===== src/hdl/lumi_ram.sv =====
// Generic single-port-write, single-port-read synchronous RAM with a registered read.
// No dependencies.
`timescale 1ns / 1ps
module lumi_ram #(
    parameter int DEPTH  = 64,
    parameter int AW     = 6,
    parameter int WIDTH  = 32
) (
    input  logic             clk,
    input  logic             we,
    input  logic [AW-1:0]    waddr,
    input  logic [WIDTH-1:0] wdata,
    input  logic [AW-1:0]    raddr,
    output logic [WIDTH-1:0] rdata
);
    logic [WIDTH-1:0] mem [DEPTH];

    always_ff @(posedge clk)
    begin
        if (we)
            mem[waddr] <= wdata;
        rdata <= mem[raddr];
    end
endmodule


===== config.mk =====
export PLATFORM = sky130hd
export DESIGN_NAME = lumi_ram
export DESIGN_NICKNAME = d
export VERILOG_FILES = /design/src/hdl/lumi_ram.sv
export SDC_FILE = /design/constraint.sdc
export NUM_CORES = 2
export LEC_CHECK = 0
export ABC_AREA = 1
export BUFFER_PORTS_ARGS = -buffer_cell sky130_fd_sc_hd__buf_2
export CAP_MARGIN = 20
export CORE_MARGIN = 2
export CORE_UTILIZATION = 35
export DETAILED_ROUTE_END_ITERATION = 8
export GPL_ROUTABILITY_DRIVEN = 0
export HOLD_SLACK_MARGIN = 0.02
export MAX_ROUTING_LAYER = met4
export PLACE_DENSITY = 0.61
export SETUP_SLACK_MARGIN = 0.02
export SYNTH_ARGS = -nofsm -noshare
export SYNTH_HDL_FRONTEND = slang
export SYNTH_SLANG_ARGS = --single-unit

===== constraint.sdc =====
create_clock -name clk -period 4.7 [get_ports clk]
set_input_delay 0.47 -clock clk [delete_from_list [all_inputs] [get_ports clk]]
set_output_delay 0.47 -clock clk [all_outputs]
set_load 0.01 [all_outputs]

==> out/metrics.cfg <==
[status]
outcome = finished with violations
violations = design-rule violations

[synthesis]
yosys_warnings = 0
yosysMostFrequentCell = nand2_1
ys_seq_area_frac = 0.7510
synthTopCellsByArea = edfxtp_1 74%, nand3_1 12%, nand2_1 10%
synthCells = 6769
netlist_area_mm2 = 0.08274
synth-edff-count = 2048
synthDominantAreaCellType = edfxtp_1
ys_ff_latch = 2080
synth.avg_cell_area_um2 = 12.22
synth_common_cells = 2248 x nand2_1, 2048 x edfxtp_1, 1907 x nand3_1
yosysTopAreaCellShare = 0.7433
ys_types = 16
syn_nets = 6815
async_flop_share = 0
ys.flop_type = edfxtp_1

[global_routing]
grt_first_pass_wirelength_mm = 359.9
gr-total-overflow = 0
grt_usage = 0.2079
grt_pass1_vias = 51340
antenna_found_initial = 20
grt_max_degree = 199

[setup_path]
worstPathCellList = buf_6, inv_6, buf_12, nand3_1, nand3_1, nand2_1, nand2_1, nand2_1
arrival_ns = 3.47
crit_buf_inv = 3
rr_worst_depth = 8
crit_slowest_cell = buf_6
cp_max_fo = 67
cpPeakStageDelay_ns = 0.54
start_kind = primary input
r2r_setup_slack_ns = 2.75
crit_path_frequent_cell = nand2_1
critical-path-top-delay-family = buffers and inverters
critPathKind = primary input to flop
critPathCaptureType = flop
worstPathRequired_ns = 5.47
cp.depth = 8

[floorplanning]
die_w_um = 490.2
start_util = 0.3518
die_area_mm2 = 0.2403
coreArea_mm2 = 0.2352
die_h_um = 490.2
rows = 178
boundaryPins = 78

[sta]
max_freq_mhz = 369.8
fin_crit_ns = 2.704
tightestPinTransition_ns = 1.150
max_slew_margin = 0.2330
post-route-period-util = 0.5754
whs_ns = 0.08493
setup_viol = 0
fin_skew_ns = 0.03852
rsz0062_at_grt = false
final.setup.tns_ns = 0
report.final.slew_viol_count = 0
hold_viol_final = 0

[min_path]
hold_depth = 1
min_path_type = primary input to flop

[finish]
drive_gt1_frac = 0.08651
nets = 6833
multi_input_area_mm2 = 0.01877
regArea_mm2 = 0.06214
fillers = 22030
area_growth_pct = 13.10

[clock_tree]
clock_insertion_delay_worst_skew_ns = 0.85
cts.repair.resized = 0
postCtsSetupBuffers = 0
cts-root-buf = clkbuf_16
htreeDepth = 4
tritoncts = yes
numCtsBuffers = 202
clockBufferDepth = 3
clock_sinks = 2080
path_clk_slew_ns = 0.06

[drt]
drt_iter0_drc = 6541
wl_met1_mm = 98.55
dr_total_vias = 54070
top_layer = met4
drtAntennaViolNets = 0
dr_wl_met2_mm = 118.5
drt-vias-per-instance = 5.344
first_pass_iters = 9
drc = 2
routed_wl_mm = 248.7
met3_length_mm = 19.22
wl_per_cell_um = 24.58

[power]
powerDensity_mw_per_mm2 = 415.3
p_leak_nw = 32.38
irDropWorstVdd_mv = 0.2817

[placement]
post-dp-hpwl_mm = 136.9
port_buffers = 77

[job]
cap_viol_max_count = 0

## where the power goes
group / total [mW] / switching, mW / leakage [nW] / internal, mW
logic: 2.46 / 1.89 / 10.6 / 0.565
registers: 20.7 / 0.148 / 18.7 / 20.5
clock network: 15.7 / 6.96 / 3.10 / 8.77
## flip-flops by register name, summed over array words and instances, names as in the netlist
signal,flops
rdata,32
mem,2048
## through the flow
step	instances	total power, mW	worst slack [ns]	instance area, µm²	utilization
after floorplan	6769	22.24	0.1000	82740	-
after global placement	9723	23.49	1.198	87020	0.3700
after detailed placement	9729	23.52	1.232	87150	0.3706
after CTS	10110	39.02	2.130	93550	0.3978
after global routing	10120	39.93	2.070	93570	0.3979
final	10120	38.86	1.996	93580	0.3979
## layout make-up
| type | count | area share |
|---|---|---|
| flip-flops and latches | 2080 | 0.6640 |
| multi-input cells | 4228 | 0.2006 |
| clock buffers | 280 | 0.05954 |
| well taps | 3150 | 0.04212 |
| repair buffers | 263 | 0.02419 |
| clock inverters | 96 | 0.008424 |
| inverters | 12 | 0.0008691 |
| diodes | 9 | 0.0002407 |
## final timing paths
check,startpoint,end
worst max-delay path,raddr[3],rdata[16]
worst min-delay path,wdata[28],mem[0][28]
worst max register to register,mem[51][0],rdata[0]
worst min register to register,mem[4][22],rdata[22]
## layer usage
layer,track usage,up-vias
met1,0.2666,26930
met2,0.3282,2512
met5,-,-
met3,0.03011,442
met4,0.09281,0
li1,-,24190
## timing repair
item                                    CTS  global route
endpoints found under the setup margin    0             0
hold buffers                              4             0
endpoints found under the hold margin    31             0
## cell usage in the layout (no fill, tap or decap), types with 2 or more instances in the layout
cell / instances
buf_12: 31
buf_16: 2
buf_2: 70
buf_4: 152
buf_8: 3
bufinv_16: 9
clkbuf_1: 59
clkbuf_16: 205
clkbuf_8: 16
clkinv_1: 43
clkinv_16: 2
clkinv_2: 29
clkinv_8: 4
clkinvlp_4: 3
dfxtp_1: 32
diode_2: 9
dlygate4sd3_1: 4
edfxtp_1: 2048
inv_1: 7
inv_16: 2
inv_6: 6
inv_8: 2
nand2_1: 2248
nand3_1: 1907
nand4_1: 9
nor2_4: 56
nor4_2: 8
## kinds of logic (layout without fill, tap and decap cells)
kind of cell           Yosys count  after routing  synth area share
buffers and inverters          461            651           0.02779
AND/OR/NAND/NOR               4228           4228            0.2212
flip-flops                    2080           2080            0.7510
other                            0              9                 0
Power figures use the tool's default switching activity.
