==> config.mk <==
export PLATFORM = sky130hd
export DESIGN_NAME = lumi_mul
export DESIGN_NICKNAME = d
export VERILOG_FILES = /design/src/hdl/lumi_pkg.sv /design/src/hdl/lumi_mul.sv
export SDC_FILE = /design/constraint.sdc
export NUM_CORES = 2
export LEC_CHECK = 0
export BUFFER_PORTS_ARGS = -buffer_cell sky130_fd_sc_hd__buf_2
export CAP_MARGIN = 10
export CORE_ASPECT_RATIO = 1.5
export CORE_MARGIN = 2
export CORE_UTILIZATION = 50
export DETAILED_ROUTE_END_ITERATION = 16
export PLACE_DENSITY = 0.66
export SLEW_MARGIN = 20
export SYNTH_ARGS = -nofsm -noshare
export SYNTH_HDL_FRONTEND = slang
export SYNTH_SLANG_ARGS = --single-unit
==> constraint.sdc <==
create_clock -name clk -period 13.3 [get_ports clk]
set_clock_uncertainty 0.2 [all_clocks]
set_input_delay 1.33 -clock clk [delete_from_list [all_inputs] [get_ports clk]]
set_output_delay 1.33 -clock clk [all_outputs]
set_load 0.03 [all_outputs]
==> src/hdl/lumi_pkg.sv <==
// Shared constants, types and fixed-point helpers for the LU matrix inverse.
// No dependencies.
`timescale 1ns / 1ps
package lumi_pkg;
    localparam int MAX_ORDER = 8;
    localparam int FRAC_BITS = 16;
    localparam int CELLS     = MAX_ORDER * MAX_ORDER;
    localparam int IDX_W     = $clog2(MAX_ORDER);
    localparam int ADDR_W    = $clog2(CELLS);
    localparam int ORD_W     = IDX_W + 1;

    typedef logic signed [31:0] fx_t;

    // Clamp a 34-bit signed sum to the 32-bit range.
    function automatic fx_t sat_sum(input logic signed [33:0] v);
        logic signed [33:0] hi;
        logic signed [33:0] lo;
        begin
            hi = 34'sd2147483647;
            lo = -34'sd2147483648;
            if (v > hi)
                sat_sum = 32'sh7fffffff;
            else if (v < lo)
                sat_sum = 32'sh80000000;
            else
                sat_sum = v[31:0];
        end
    endfunction

    // Apply a sign to an unsigned magnitude and clamp.
    function automatic fx_t from_mag(input logic neg, input logic [63:0] mag);
        begin
            if (neg)
                from_mag = (mag >= 64'd2147483648) ? 32'sh80000000 : -$signed(mag[31:0]);
            else
                from_mag = (mag > 64'd2147483647) ? 32'sh7fffffff : $signed(mag[31:0]);
        end
    endfunction

    function automatic logic [31:0] mag_of(input fx_t a);
        begin
            mag_of = a[31] ? (~a + 32'd1) : a;
        end
    endfunction
endpackage

==> src/hdl/lumi_mul.sv <==
// Fixed-point multiplier, rounded and saturated, two register stages.
// Depends on lumi_pkg.
`timescale 1ns / 1ps
module lumi_mul
    import lumi_pkg::*;
(
    input  logic clk,
    input  fx_t  a,
    input  fx_t  b,
    output fx_t  p
);
    logic [63:0] prod_reg;
    logic        neg_reg;
    logic [63:0] rnd;

    always_ff @(posedge clk)
    begin
        prod_reg <= {32'd0, mag_of(a)} * {32'd0, mag_of(b)};
        neg_reg  <= a[31] ^ b[31];
    end

    assign rnd = (prod_reg + (64'd1 << (FRAC_BITS - 1))) >> FRAC_BITS;

    always_ff @(posedge clk)
    begin
        p <= from_mag(neg_reg, rnd);
    end
endmodule

==> results.txt <==
The number of buffers between clock root and the deepest sink came out at 2. The source-to-sink clock delay at the later pin of the worst-skew pair came out at 0.35 ns. The core region is ~0.074 mm².

The number of placed I/O pins came out at 97. In this run, post-CTS repair resized a total of 0 instances. Setup repair after global routing left no endpoint under its margin. The biggest fanout along the worst timing path is 11. Synthesis produced around 4.3k cells. The parity-gate share of the synthesized area counting xor and xnor cells came out at roughly 4.7%. The total setup buffers inserted after CTS is 0.

Counting cells, the worst reg-to-reg path comes to 10. The HPWL reported at the end of detailed placement came out at 110 mm. The per-cell routed wire length came out at approximately 25 µm. The critical path starts at a[0].

The stage delay of the slowest cell on the critical path is 0.59 ns. The max capacitance violation total is 0. Signal routing reaches up to met5. The worst setup slack for register-to-register paths is 8.59 ns. Wire segments on met2 add up to 63.5 mm in the final route. The startpoint identified for the worst register-to-register timing path is prod_reg[27]$_DFF_P_. The mux share of post-synthesis cell area came out at 0.515%. Routability-driven placement finished with a final weighted congestion of just over 1. The prevailing post-synth register cell is sky130_fd_sc_hd__dfxtp_1. The share of synthesized cell area in and, or, nand and nor gates came out at 15.8%. The slowest stage of the critical path belongs to the cell sky130_fd_sc_hd__fa_1. The detail route stage leaves a number of antenna-violating nets equal to 0. The vertical die dimension came out at about 340 µm. In this run the worst setup path terminates at prod_reg[53]$_DFF_P_. Clock tree synthesis selected as its root buffer the cell sky130_fd_sc_hd__clkbuf_16. The data arrival time of the worst path came out at 12.39 ns. The post-synthesis compound-gate area fraction came out at 6.11%. The largest net degree at the start of global routing came out at 48. The number of max-slew violations in the final report is 0.

The area overhead of the layout relative to synthesis is 7.42%. The run finished with clean final reports. In this run the critical register-to-register path is captured at p[23]$_DFF_P_. The number of clock sinks came out at a little over 80. The share of post-route cells with drive strength above 1 came out at under 10%.

The dominant combinational cell family by area after synthesis is adder cells. The worst-case headroom to the max-slew limit is a little over an eighth. The total CTS buffers came out at 9. The maximum clock frequency came out at 80.9 MHz. The cell row count is 122. After detailed routing, the wire length on met1 is between 40 and 50 mm. The number of design rule violations left after detail routing is 0. The global-route wire length before repair came out at 200 mm. In this run, the number of DRC markers left after iteration 0 of detailed routing was 2,497. The synthesized area per cell came out at 8.67 µm². The initial utilization of the core area, before any placement, comes to 50.6%.

The worst setup path is captured at a register. Counting stages on the worst path, the most repeated cell is sky130_fd_sc_hd__fa_1. Counting flops with a built-in enable in the synthesized netlist gives 0. For the pin with the worst max-slew slack, the measured transition is between 1 and 1.5 ns. The type of the setup path with the least slack is in2reg. Global routing finished with a remaining overflow of 0. The share of the clock period used by the worst path is 92.9%. Dividing the detail-routed via count by the number of cells gives about 5.8.

The Yosys warning count is 0. The count of H-tree levels built during CTS came out at 3. TritonCTS built the clock tree. The net count after synthesis is between 5k and 6k. Summed over all nets, wire length on met3 after detailed routing comes to 12.9 mm.

The initial antenna violation count is 10. STA classifies the critical path startpoint as an input pin. The total detailed-routing wirelength is 134 mm. The routed design could run at a clock period as short as about 12 ns. The count of input and output buffers came out at 96.

The via count of the first global-routing pass came to around 33k. The die outline width came out at 227 µm. For this design, the CTS-stage hold fixing added 0 buffers. Global routing used a little over a third of the available tracks across all layers. At the end of the flow, the number of nets in the layout was 5,588. The number of flip-flops under the largest register name came out at 49. The arithmetic-cell share of the synthesized area counting full adders, half adders and majority gates came out at 56.8%. At the worst endpoint, the required time is 13.33 ns. The final setup violation count is 0. Clock-pin slew was measured on the worst setup and hold paths at 0.06 ns.

The first TritonRoute pass finished after 8 iterations. The via count is 31.1k. The mapped cell area is 0.0374 mm². In this run the worst hold path is classified as reg2reg. The synthesized netlist contains 90 unique library cells. The final-report hold violation count came out at 0. Summed over all failing endpoints, the final setup total negative slack is 0 ns. The die covers 0.0770 mm². For this run, asynchronously set or reset flops after synthesis account for 0%. The sequential cell area fraction in the yosys report is 4.39%. In this run, synthesis produced a sequential element count of 82.
worst min path at each step:
| stage | startpoint | to | slack, ns | depth (start not counted) |
|---|---|---|---|---|
| 2_1_floorplan | prod_reg[46]$_DFF_P_ | p[31]$_DFF_P_ | 0.37 | 3 |
| 4_1_cts | prod_reg[46]$_DFF_P_ | p[31]$_DFF_P_ | 0.49 | 3 |
| 5_1_grt | prod_reg[46]$_DFF_P_ | p[31]$_DFF_P_ | 0.55 | 3 |
| 3_3_place_gp | prod_reg[46]$_DFF_P_ | p[31]$_DFF_P_ | 0.47 | 3 |
| 6_report | prod_reg[46]$_DFF_P_ | p[31]$_DFF_P_ | 0.48 | 3 |
| 3_5_place_dp | prod_reg[46]$_DFF_P_ | p[31]$_DFF_P_ | 0.48 | 3 |
through the flow:
stage                     utilization (%)  worst slack, ns  hold WS (ns)  instance area, µm²  instances
after floorplan                         -             1.43         0.374               37400       4313
after global placement               53.9            0.814         0.470               39800       5344
after detailed placement             53.9            0.699         0.477               39800       5344
after CTS                            54.3             1.04         0.489               40100       5360
after global routing                 54.3            0.442         0.549               40100       5360
final                                54.4            0.941         0.477               40200       5363
worst max-delay path, delay by kind of cell:
kind            cells  cell delay (ns)
compound gates      8             2.44
xor+xnor            2             0.61
simple gates        8             2.88
buf+inv             6             0.52
fa+ha+maj          10             4.55
cell usage in the layout (no fill, tap or decap), types with 18 or more instances in the layout:
| master | Yosys | final |
|---|---|---|
| sky130_fd_sc_hd__nor2_1 | 634 | 634 |
| sky130_fd_sc_hd__o21ai_0 | 61 | 61 |
| sky130_fd_sc_hd__xnor2_1 | 98 | 68 |
| sky130_fd_sc_hd__nor3_1 | 19 | 19 |
| sky130_fd_sc_hd__dfxtp_1 | 82 | 82 |
| sky130_fd_sc_hd__nand4_1 | 29 | 29 |
| sky130_fd_sc_hd__a21oi_1 | 78 | 78 |
| sky130_fd_sc_hd__fa_1 | 895 | 895 |
| sky130_fd_sc_hd__xnor2_2 | 2 | 30 |
| sky130_fd_sc_hd__inv_1 | 945 | 945 |
| sky130_fd_sc_hd__xor2_1 | 92 | 69 |
| sky130_fd_sc_hd__ha_1 | 265 | 265 |
| sky130_fd_sc_hd__buf_2 | 16 | 96 |
| sky130_fd_sc_hd__a21o_1 | 55 | 55 |
| sky130_fd_sc_hd__and3_1 | 23 | 23 |
| sky130_fd_sc_hd__buf_4 | 12 | 135 |
| sky130_fd_sc_hd__xor2_2 | 4 | 22 |
| sky130_fd_sc_hd__or4_1 | 18 | 18 |
| sky130_fd_sc_hd__nand2_1 | 496 | 496 |
| sky130_fd_sc_hd__nand2b_1 | 24 | 24 |
| sky130_fd_sc_hd__nand3_1 | 46 | 46 |
area by class of cell:
| class | instances | area (µm²) |
|---|---|---|
| repair buffers | 233 | 1530 |
| clock inverters | 5 | 86.3 |
| well taps | 992 | 1240 |
| clock buffers | 11 | 233 |
| multi-input cells | 3091 | 31900 |
| fillers | 6972 | 33700 |
| inverters | 946 | 3550 |
| flip-flops and latches | 82 | 1640 |
| diodes | 3 | 7.51 |
synth_stat cells, types with 55 or more instances:
master,instances,area (µm²)
sky130_fd_sc_hd__ha_1,265,3320
sky130_fd_sc_hd__o21ai_0,61,305
sky130_fd_sc_hd__clkbuf_1,159,597
sky130_fd_sc_hd__a21oi_1,78,390
sky130_fd_sc_hd__a21o_1,55,413
sky130_fd_sc_hd__nand2_1,496,1860
sky130_fd_sc_hd__xor2_1,92,806
sky130_fd_sc_hd__nor2_1,634,2380
sky130_fd_sc_hd__inv_1,945,3550
sky130_fd_sc_hd__dfxtp_1,82,1640
sky130_fd_sc_hd__xnor2_1,98,858
sky130_fd_sc_hd__fa_1,895,17900
per-layer routing:
metal	vias to the layer above	global-route usage, %
li1	12985	-
met1	15689	40.0
met2	1709	58.0
met3	682	8.06
met4	14	31.2
met5	-	0
cells by family after synthesis:
logic type / after synthesis
xor+xnor: 196
simple gates: 1383
mux: 19
buf+inv: 1140
flops: 82
compound gates: 333
fa+ha+maj: 1160
Power is left out: the tool's default activity adds up to more than one toggle a clock period on the data nets, which glitch-free logic cannot reach.
