**config.mk**
```make
export PLATFORM = sky130hd
export DESIGN_NAME = lumi_div
export DESIGN_NICKNAME = d
export VERILOG_FILES = /design/src/hdl/lumi_pkg.sv /design/src/hdl/lumi_div.sv
export SDC_FILE = /design/constraint.sdc
export NUM_CORES = 1
export LEC_CHECK = 0
export BUFFER_PORTS_ARGS = -buffer_cell sky130_fd_sc_hd__buf_2
export CAP_MARGIN = 20
export CORE_MARGIN = 10
export CORE_UTILIZATION = 55
export CTS_BUF_LIST = sky130_fd_sc_hd__clkbuf_2 sky130_fd_sc_hd__clkbuf_4 sky130_fd_sc_hd__clkbuf_8
export DETAILED_ROUTE_END_ITERATION = 8
export MAX_ROUTING_LAYER = met4
export PLACE_DENSITY_LB_ADDON = 0.05
export SLEW_MARGIN = 15
export SYNTH_ARGS = -nofsm -noshare
export SYNTH_HDL_FRONTEND = slang
export SYNTH_SLANG_ARGS = --single-unit
```
**constraint.sdc**
```tcl
create_clock -name clk -period 9.9 [get_ports clk]
set_input_delay 0.99 -clock clk [delete_from_list [all_inputs] [get_ports clk]]
set_output_delay 0.99 -clock clk [all_outputs]
set_load 0.03 [all_outputs]
```
**src/hdl/lumi_pkg.sv**
```systemverilog
// Shared constants, types and fixed-point helpers for the LU matrix inverse.
// No dependencies.
`timescale 1ns / 1ps
package lumi_pkg;
    localparam int MAX_ORDER = 8;
    localparam int FRAC_BITS = 16;
    localparam int CELLS     = MAX_ORDER * MAX_ORDER;
    localparam int IDX_W     = $clog2(MAX_ORDER);
    localparam int ADDR_W    = $clog2(CELLS);
    localparam int ORD_W     = IDX_W + 1;

    typedef logic signed [31:0] fx_t;

    // Clamp a 34-bit signed sum to the 32-bit range.
    function automatic fx_t sat_sum(input logic signed [33:0] v);
        logic signed [33:0] hi;
        logic signed [33:0] lo;
        begin
            hi = 34'sd2147483647;
            lo = -34'sd2147483648;
            if (v > hi)
                sat_sum = 32'sh7fffffff;
            else if (v < lo)
                sat_sum = 32'sh80000000;
            else
                sat_sum = v[31:0];
        end
    endfunction

    // Apply a sign to an unsigned magnitude and clamp.
    function automatic fx_t from_mag(input logic neg, input logic [63:0] mag);
        begin
            if (neg)
                from_mag = (mag >= 64'd2147483648) ? 32'sh80000000 : -$signed(mag[31:0]);
            else
                from_mag = (mag > 64'd2147483647) ? 32'sh7fffffff : $signed(mag[31:0]);
        end
    endfunction

    function automatic logic [31:0] mag_of(input fx_t a);
        begin
            mag_of = a[31] ? (~a + 32'd1) : a;
        end
    endfunction
endpackage

```
**src/hdl/lumi_div.sv**
```systemverilog
// Restoring divider, one quotient bit a cycle, rounded and saturated.
// Depends on lumi_pkg.
`timescale 1ns / 1ps
module lumi_div
    import lumi_pkg::*;
(
    input  logic clk,
    input  logic rst_n,
    input  logic start,
    input  fx_t  a,
    input  fx_t  b,
    output logic done,
    output fx_t  q
);
    localparam int NW = 32 + FRAC_BITS + 1;

    logic [NW-1:0] num_reg;
    logic [NW-1:0] quo_reg;
    logic [NW:0]   rem_reg;
    logic [31:0]   den_reg;
    logic          neg_reg;
    logic [5:0]    cnt_reg;
    logic          busy_reg;
    logic [NW:0]   trial;
    logic [NW:0]   den_ext;

    assign trial   = {rem_reg[NW-1:0], num_reg[NW-1]};
    assign den_ext = {{(NW-31){1'b0}}, den_reg};

    always_ff @(posedge clk or negedge rst_n)
    begin
        if (!rst_n)
        begin
            busy_reg <= 1'b0;
            done     <= 1'b0;
        end
        else
        begin
            done <= 1'b0;
            if (start)
            begin
                // numerator doubled plus den gives rounding ties away from zero
                num_reg  <= ({{(NW-32){1'b0}}, mag_of(a)} << (FRAC_BITS + 1))
                            + {{(NW-32){1'b0}}, mag_of(b)};
                den_reg  <= mag_of(b);
                neg_reg  <= a[31] ^ b[31];
                rem_reg  <= '0;
                quo_reg  <= '0;
                cnt_reg  <= 6'(NW);
                busy_reg <= 1'b1;
            end
            else if (busy_reg)
            begin
                num_reg <= num_reg << 1;
                if (trial >= den_ext)
                begin
                    rem_reg <= trial - den_ext;
                    quo_reg <= {quo_reg[NW-2:0], 1'b1};
                end
                else
                begin
                    rem_reg <= trial;
                    quo_reg <= {quo_reg[NW-2:0], 1'b0};
                end
                cnt_reg <= cnt_reg - 6'd1;
                if (cnt_reg == 6'd1)
                begin
                    busy_reg <= 1'b0;
                    done     <= 1'b1;
                end
            end
        end
    end

    // quotient of (2N+D)/(2D) floored equals round(N/D) ties away
    always_comb
    begin
        q = from_mag(neg_reg, {{(64-NW){1'b0}}, quo_reg >> 1});
    end
endmodule

```
==> flow_metrics.tcl <==
set metrics [dict create \
    postRouteWirelength_um 34500 \
    grt_pass1_wl_um 57400 \
    route.detailed.drc 0 \
    critical_path.max_fanout 6 \
    max_cap_violations 0 \
    internal_power_mw 1.50 \
    start_util 0.563 \
    worst_slew_margin_rel 0.329 \
    grt_setup_unrepaired "false" \
    power_switching_share 0.340 \
    place.gp.congestion 0.879 \
    synth.yosys.seq_area_share 0.394 \
    route.detailed.wl_per_inst_um 17.8 \
    timing.setup.critical_path_class "register to output pin" \
    cp_slowest_cell "sky130_fd_sc_hd__or4b_1" \
    cts-root-buf "sky130_fd_sc_hd__clkbuf_8" \
    multiInputGateArea_um2 8060 \
    cp_data_arrival_time_ns 4.38 \
    hold_class "register to register" \
    global_route.overflow_total 0 \
    power.share.sequential 0.455 \
    ctsResizeCount 0 \
    timing_hold_violations_final 0 \
    finalInstanceArea_um2 15300 \
    grt_max_degree 94 \
    hold_ws_ns 0.532 \
    timing.final.max_slew_violations 0 \
    synth.lib_cells_used.distinct 90 \
    cp-start-kind "register" \
    synth-edff-count 186 \
    pwr-share-clk 0.236 \
    setup_violations_final 0 \
    leakage_power_summed_over_all_cells_nw 5.99 \
    full_die_area_um2 32900 \
    finalSetupTns_ns 0 \
    min_period_ns 5.37 \
    design.final.nets 1718 \
    post-cts-setup-buffers 0 \
    ports 100 \
    synth_top_area_cell "sky130_fd_sc_hd__edfxtp_1" \
    outcome "finished, final reports clean" \
    timing.critical_path.required_ns 8.91 \
    floorplan.die.height_um 181 \
    clk-insertion-delay-late_ns 0.47 \
    post_synth_instance_area_um2 14300 \
    post_synthesis_net_count 1684 \
    postSynth.asyncResetShare 0.0106 \
    cp_top_family "simple AND/OR/NAND/NOR gates" \
    routed-via-count 11900 \
    ir_worst_vdd_v 0.0000778 \
    yosys_register_bits 188 \
    slowest_delay_ns 0.55 \
    postPlaceCellArea_um2 14900 \
    via_count_of_the_first_global_routing_pass 11400 \
    timing.fmax_mhz 186 \
    design_power_total_mw 2.27 \
    tritoncts_clock_tree "built" \
    die_w_um 181 \
    synthesis.area_per_instance_um2 9.14 \
    cp_num_buf_inv 2 \
    layout-area-overhead-vs-synth_pct 7.25 \
    post_cts_hold_buffer_count 0 \
    finish.utilization 0.604 \
    clkSlewWorstSetupHoldPaths_ns 0.09 \
    reg2reg_slack_ns 5.52 \
    dp.final_hpwl_um 24500 \
    layout.filler_cells 2236 \
    coreArea_um2 25400 \
    cts_htree_levels 4 \
    clkSinkCount 188 \
    net-switching-power_mw 0.772 \
    synthFlopType "sky130_fd_sc_hd__edfxtp_1" \
    route.detailed.vias_per_inst 6.15 \
    drt_iter0_drc 841 \
    ys.warnings.count 0 \
    timing.final.crit_share 0.543 \
    endpoint_kind "output pin" \
    ant_nets 0 \
    power.combinational.fraction 0.309 \
    global_route.usage.total 0.210 \
    synthTopCellsByArea "sky130_fd_sc_hd__edfxtp_1, sky130_fd_sc_hd__nor2_1, sky130_fd_sc_hd__ha_1" \
    antennaDiodeCount 0 \
    power_density_nw_per_um2 148 \
    crit_path_cell_trace "inv_1 > ha_1 > nor3b_1 > nand3_1 > or4b_1 > or3_1 > or3_4 > or4_1 > o41ai_2 > nand2_1 > o311ai_1 > buf_2" \
    cts_inserted_buffers 17 \
    netlist_instances 1565 \
    placement_rows 58 \
    clock_tree.buffer_depth 2 \
    tightest_slew_ns 1.00 \
    skew_ns 0.0212 \
    fraction_of_post_synthesis_cell_area_in_the_top_cell_type_by_area 0.390 \
    ff_latch_area_um2 5640 \
    share_of_final_layout_standard_cells_stronger_than_drive_strength_1 0.122 \
    numPortBuffers 99 \
    antenna_found_initial 0 \
    iteration_count_of_the_initial_detailed_routing_pass 5 \
]
## cell type report
type | instances | area share
timing repair buffer | 109 | 0.0375
clock buffer | 18 | 0.0157
tap | 330 | 0.0269
inverter | 69 | 0.0169
multi-input combinational | 1214 | 0.525
sequential | 188 | 0.368
clock inverter | 14 | 0.0104
## worst paths after layout
| path | from | cells past startpoint | to |
|---|---|---|---|
| hold reg to reg | num_reg[24] | 2 | num_reg[25] |
| setup reg to reg | rem_reg[36] | 9 | rem_reg[24] |
| setup / recovery | quo_reg[1] | 12 | q[30] |
| hold / removal | num_reg[24] | 2 | num_reg[25] |
| min in group asynchronous | rst_n | 1 | busy_reg |
| max in group asynchronous | rst_n | 1 | busy_reg |
## routing by layer
metal / GRT usage / wire length, µm
met2: 0.323 / 15800
met5: - / 0
met4: 0.0390 / 242
met3: 0.0218 / 1230
met1: 0.296 / 17300
## power groups by stage
| stage | Combinational, mW | Clock [mW] | Sequential, mW |
|---|---|---|---|
| 2_1_floorplan | 0.539 | 0 | 1.03 |
| 3_3_place_gp | 0.684 | 0 | 1.05 |
| 3_5_place_dp | 0.696 | 0 | 1.05 |
| 4_1_cts | 0.700 | 0.546 | 1.03 |
| 5_1_grt | 0.784 | 0.578 | 1.05 |
| 6_report | 0.702 | 0.536 | 1.03 |
## worst min-delay path, cell delays in order, from the launching register on
cell                       delay, ns
sky130_fd_sc_hd__edfxtp_1       0.33
sky130_fd_sc_hd__nand2_1        0.04
sky130_fd_sc_hd__o21ai_0        0.06
## cell usage after synthesis, types with 13 or more instances
library cell               count
sky130_fd_sc_hd__o311ai_0     20
sky130_fd_sc_hd__mux2_2       24
sky130_fd_sc_hd__or3_1        34
sky130_fd_sc_hd__xnor2_1      71
sky130_fd_sc_hd__a311oi_1     41
sky130_fd_sc_hd__o31ai_1      41
sky130_fd_sc_hd__a21oi_1      55
sky130_fd_sc_hd__nand3_1      37
sky130_fd_sc_hd__o21ai_0      73
sky130_fd_sc_hd__nor3_1       42
sky130_fd_sc_hd__mux2i_1      52
sky130_fd_sc_hd__nand2b_1     21
sky130_fd_sc_hd__edfxtp_1    186
sky130_fd_sc_hd__or4_1        31
sky130_fd_sc_hd__o211ai_1     17
sky130_fd_sc_hd__o41ai_1      15
sky130_fd_sc_hd__nor2b_1      13
sky130_fd_sc_hd__ha_1         50
sky130_fd_sc_hd__clkbuf_1     81
sky130_fd_sc_hd__inv_1        67
sky130_fd_sc_hd__nor2_1      187
sky130_fd_sc_hd__a31oi_1      15
sky130_fd_sc_hd__xor2_1       32
sky130_fd_sc_hd__nand2_1     161
sky130_fd_sc_hd__a21o_1       20
## logic make-up after synthesis
logic type | Yosys count | synth area share
xor gates and xnor gates | 103 | 0.0631
and+or+nand+nor | 605 | 0.206
AOI/OAI and AO/OA | 376 | 0.190
buffers and inverters | 163 | 0.0437
DFF | 188 | 0.394
adders and majority gates | 54 | 0.0479
muxes | 76 | 0.0553
## per-stage QoR
step	std cells	setup slack (ns)
finish	1942	4.53
global route	1942	4.09
global placement	1910	4.49
floorplan	1565	4.93
detailed placement	1910	4.33
CTS	1942	4.49
## layout by cell type (no fill, tap or decap), drive strengths merged, types with 18 or more instances in the layout
cell type,count
a311oi,41
inv,73
xnor2,71
mux2,24
mux2i,52
edfxtp,186
nor2,188
o21ai,76
nor3,43
o31ai,42
xor2,32
or4,32
buf,109
ha,50
clkbuf,18
o311ai,23
nand2,161
a21o,20
or3,36
nand3,37
nand2b,21
a21oi,56
Note: power is estimated with default switching activity, not from simulation.
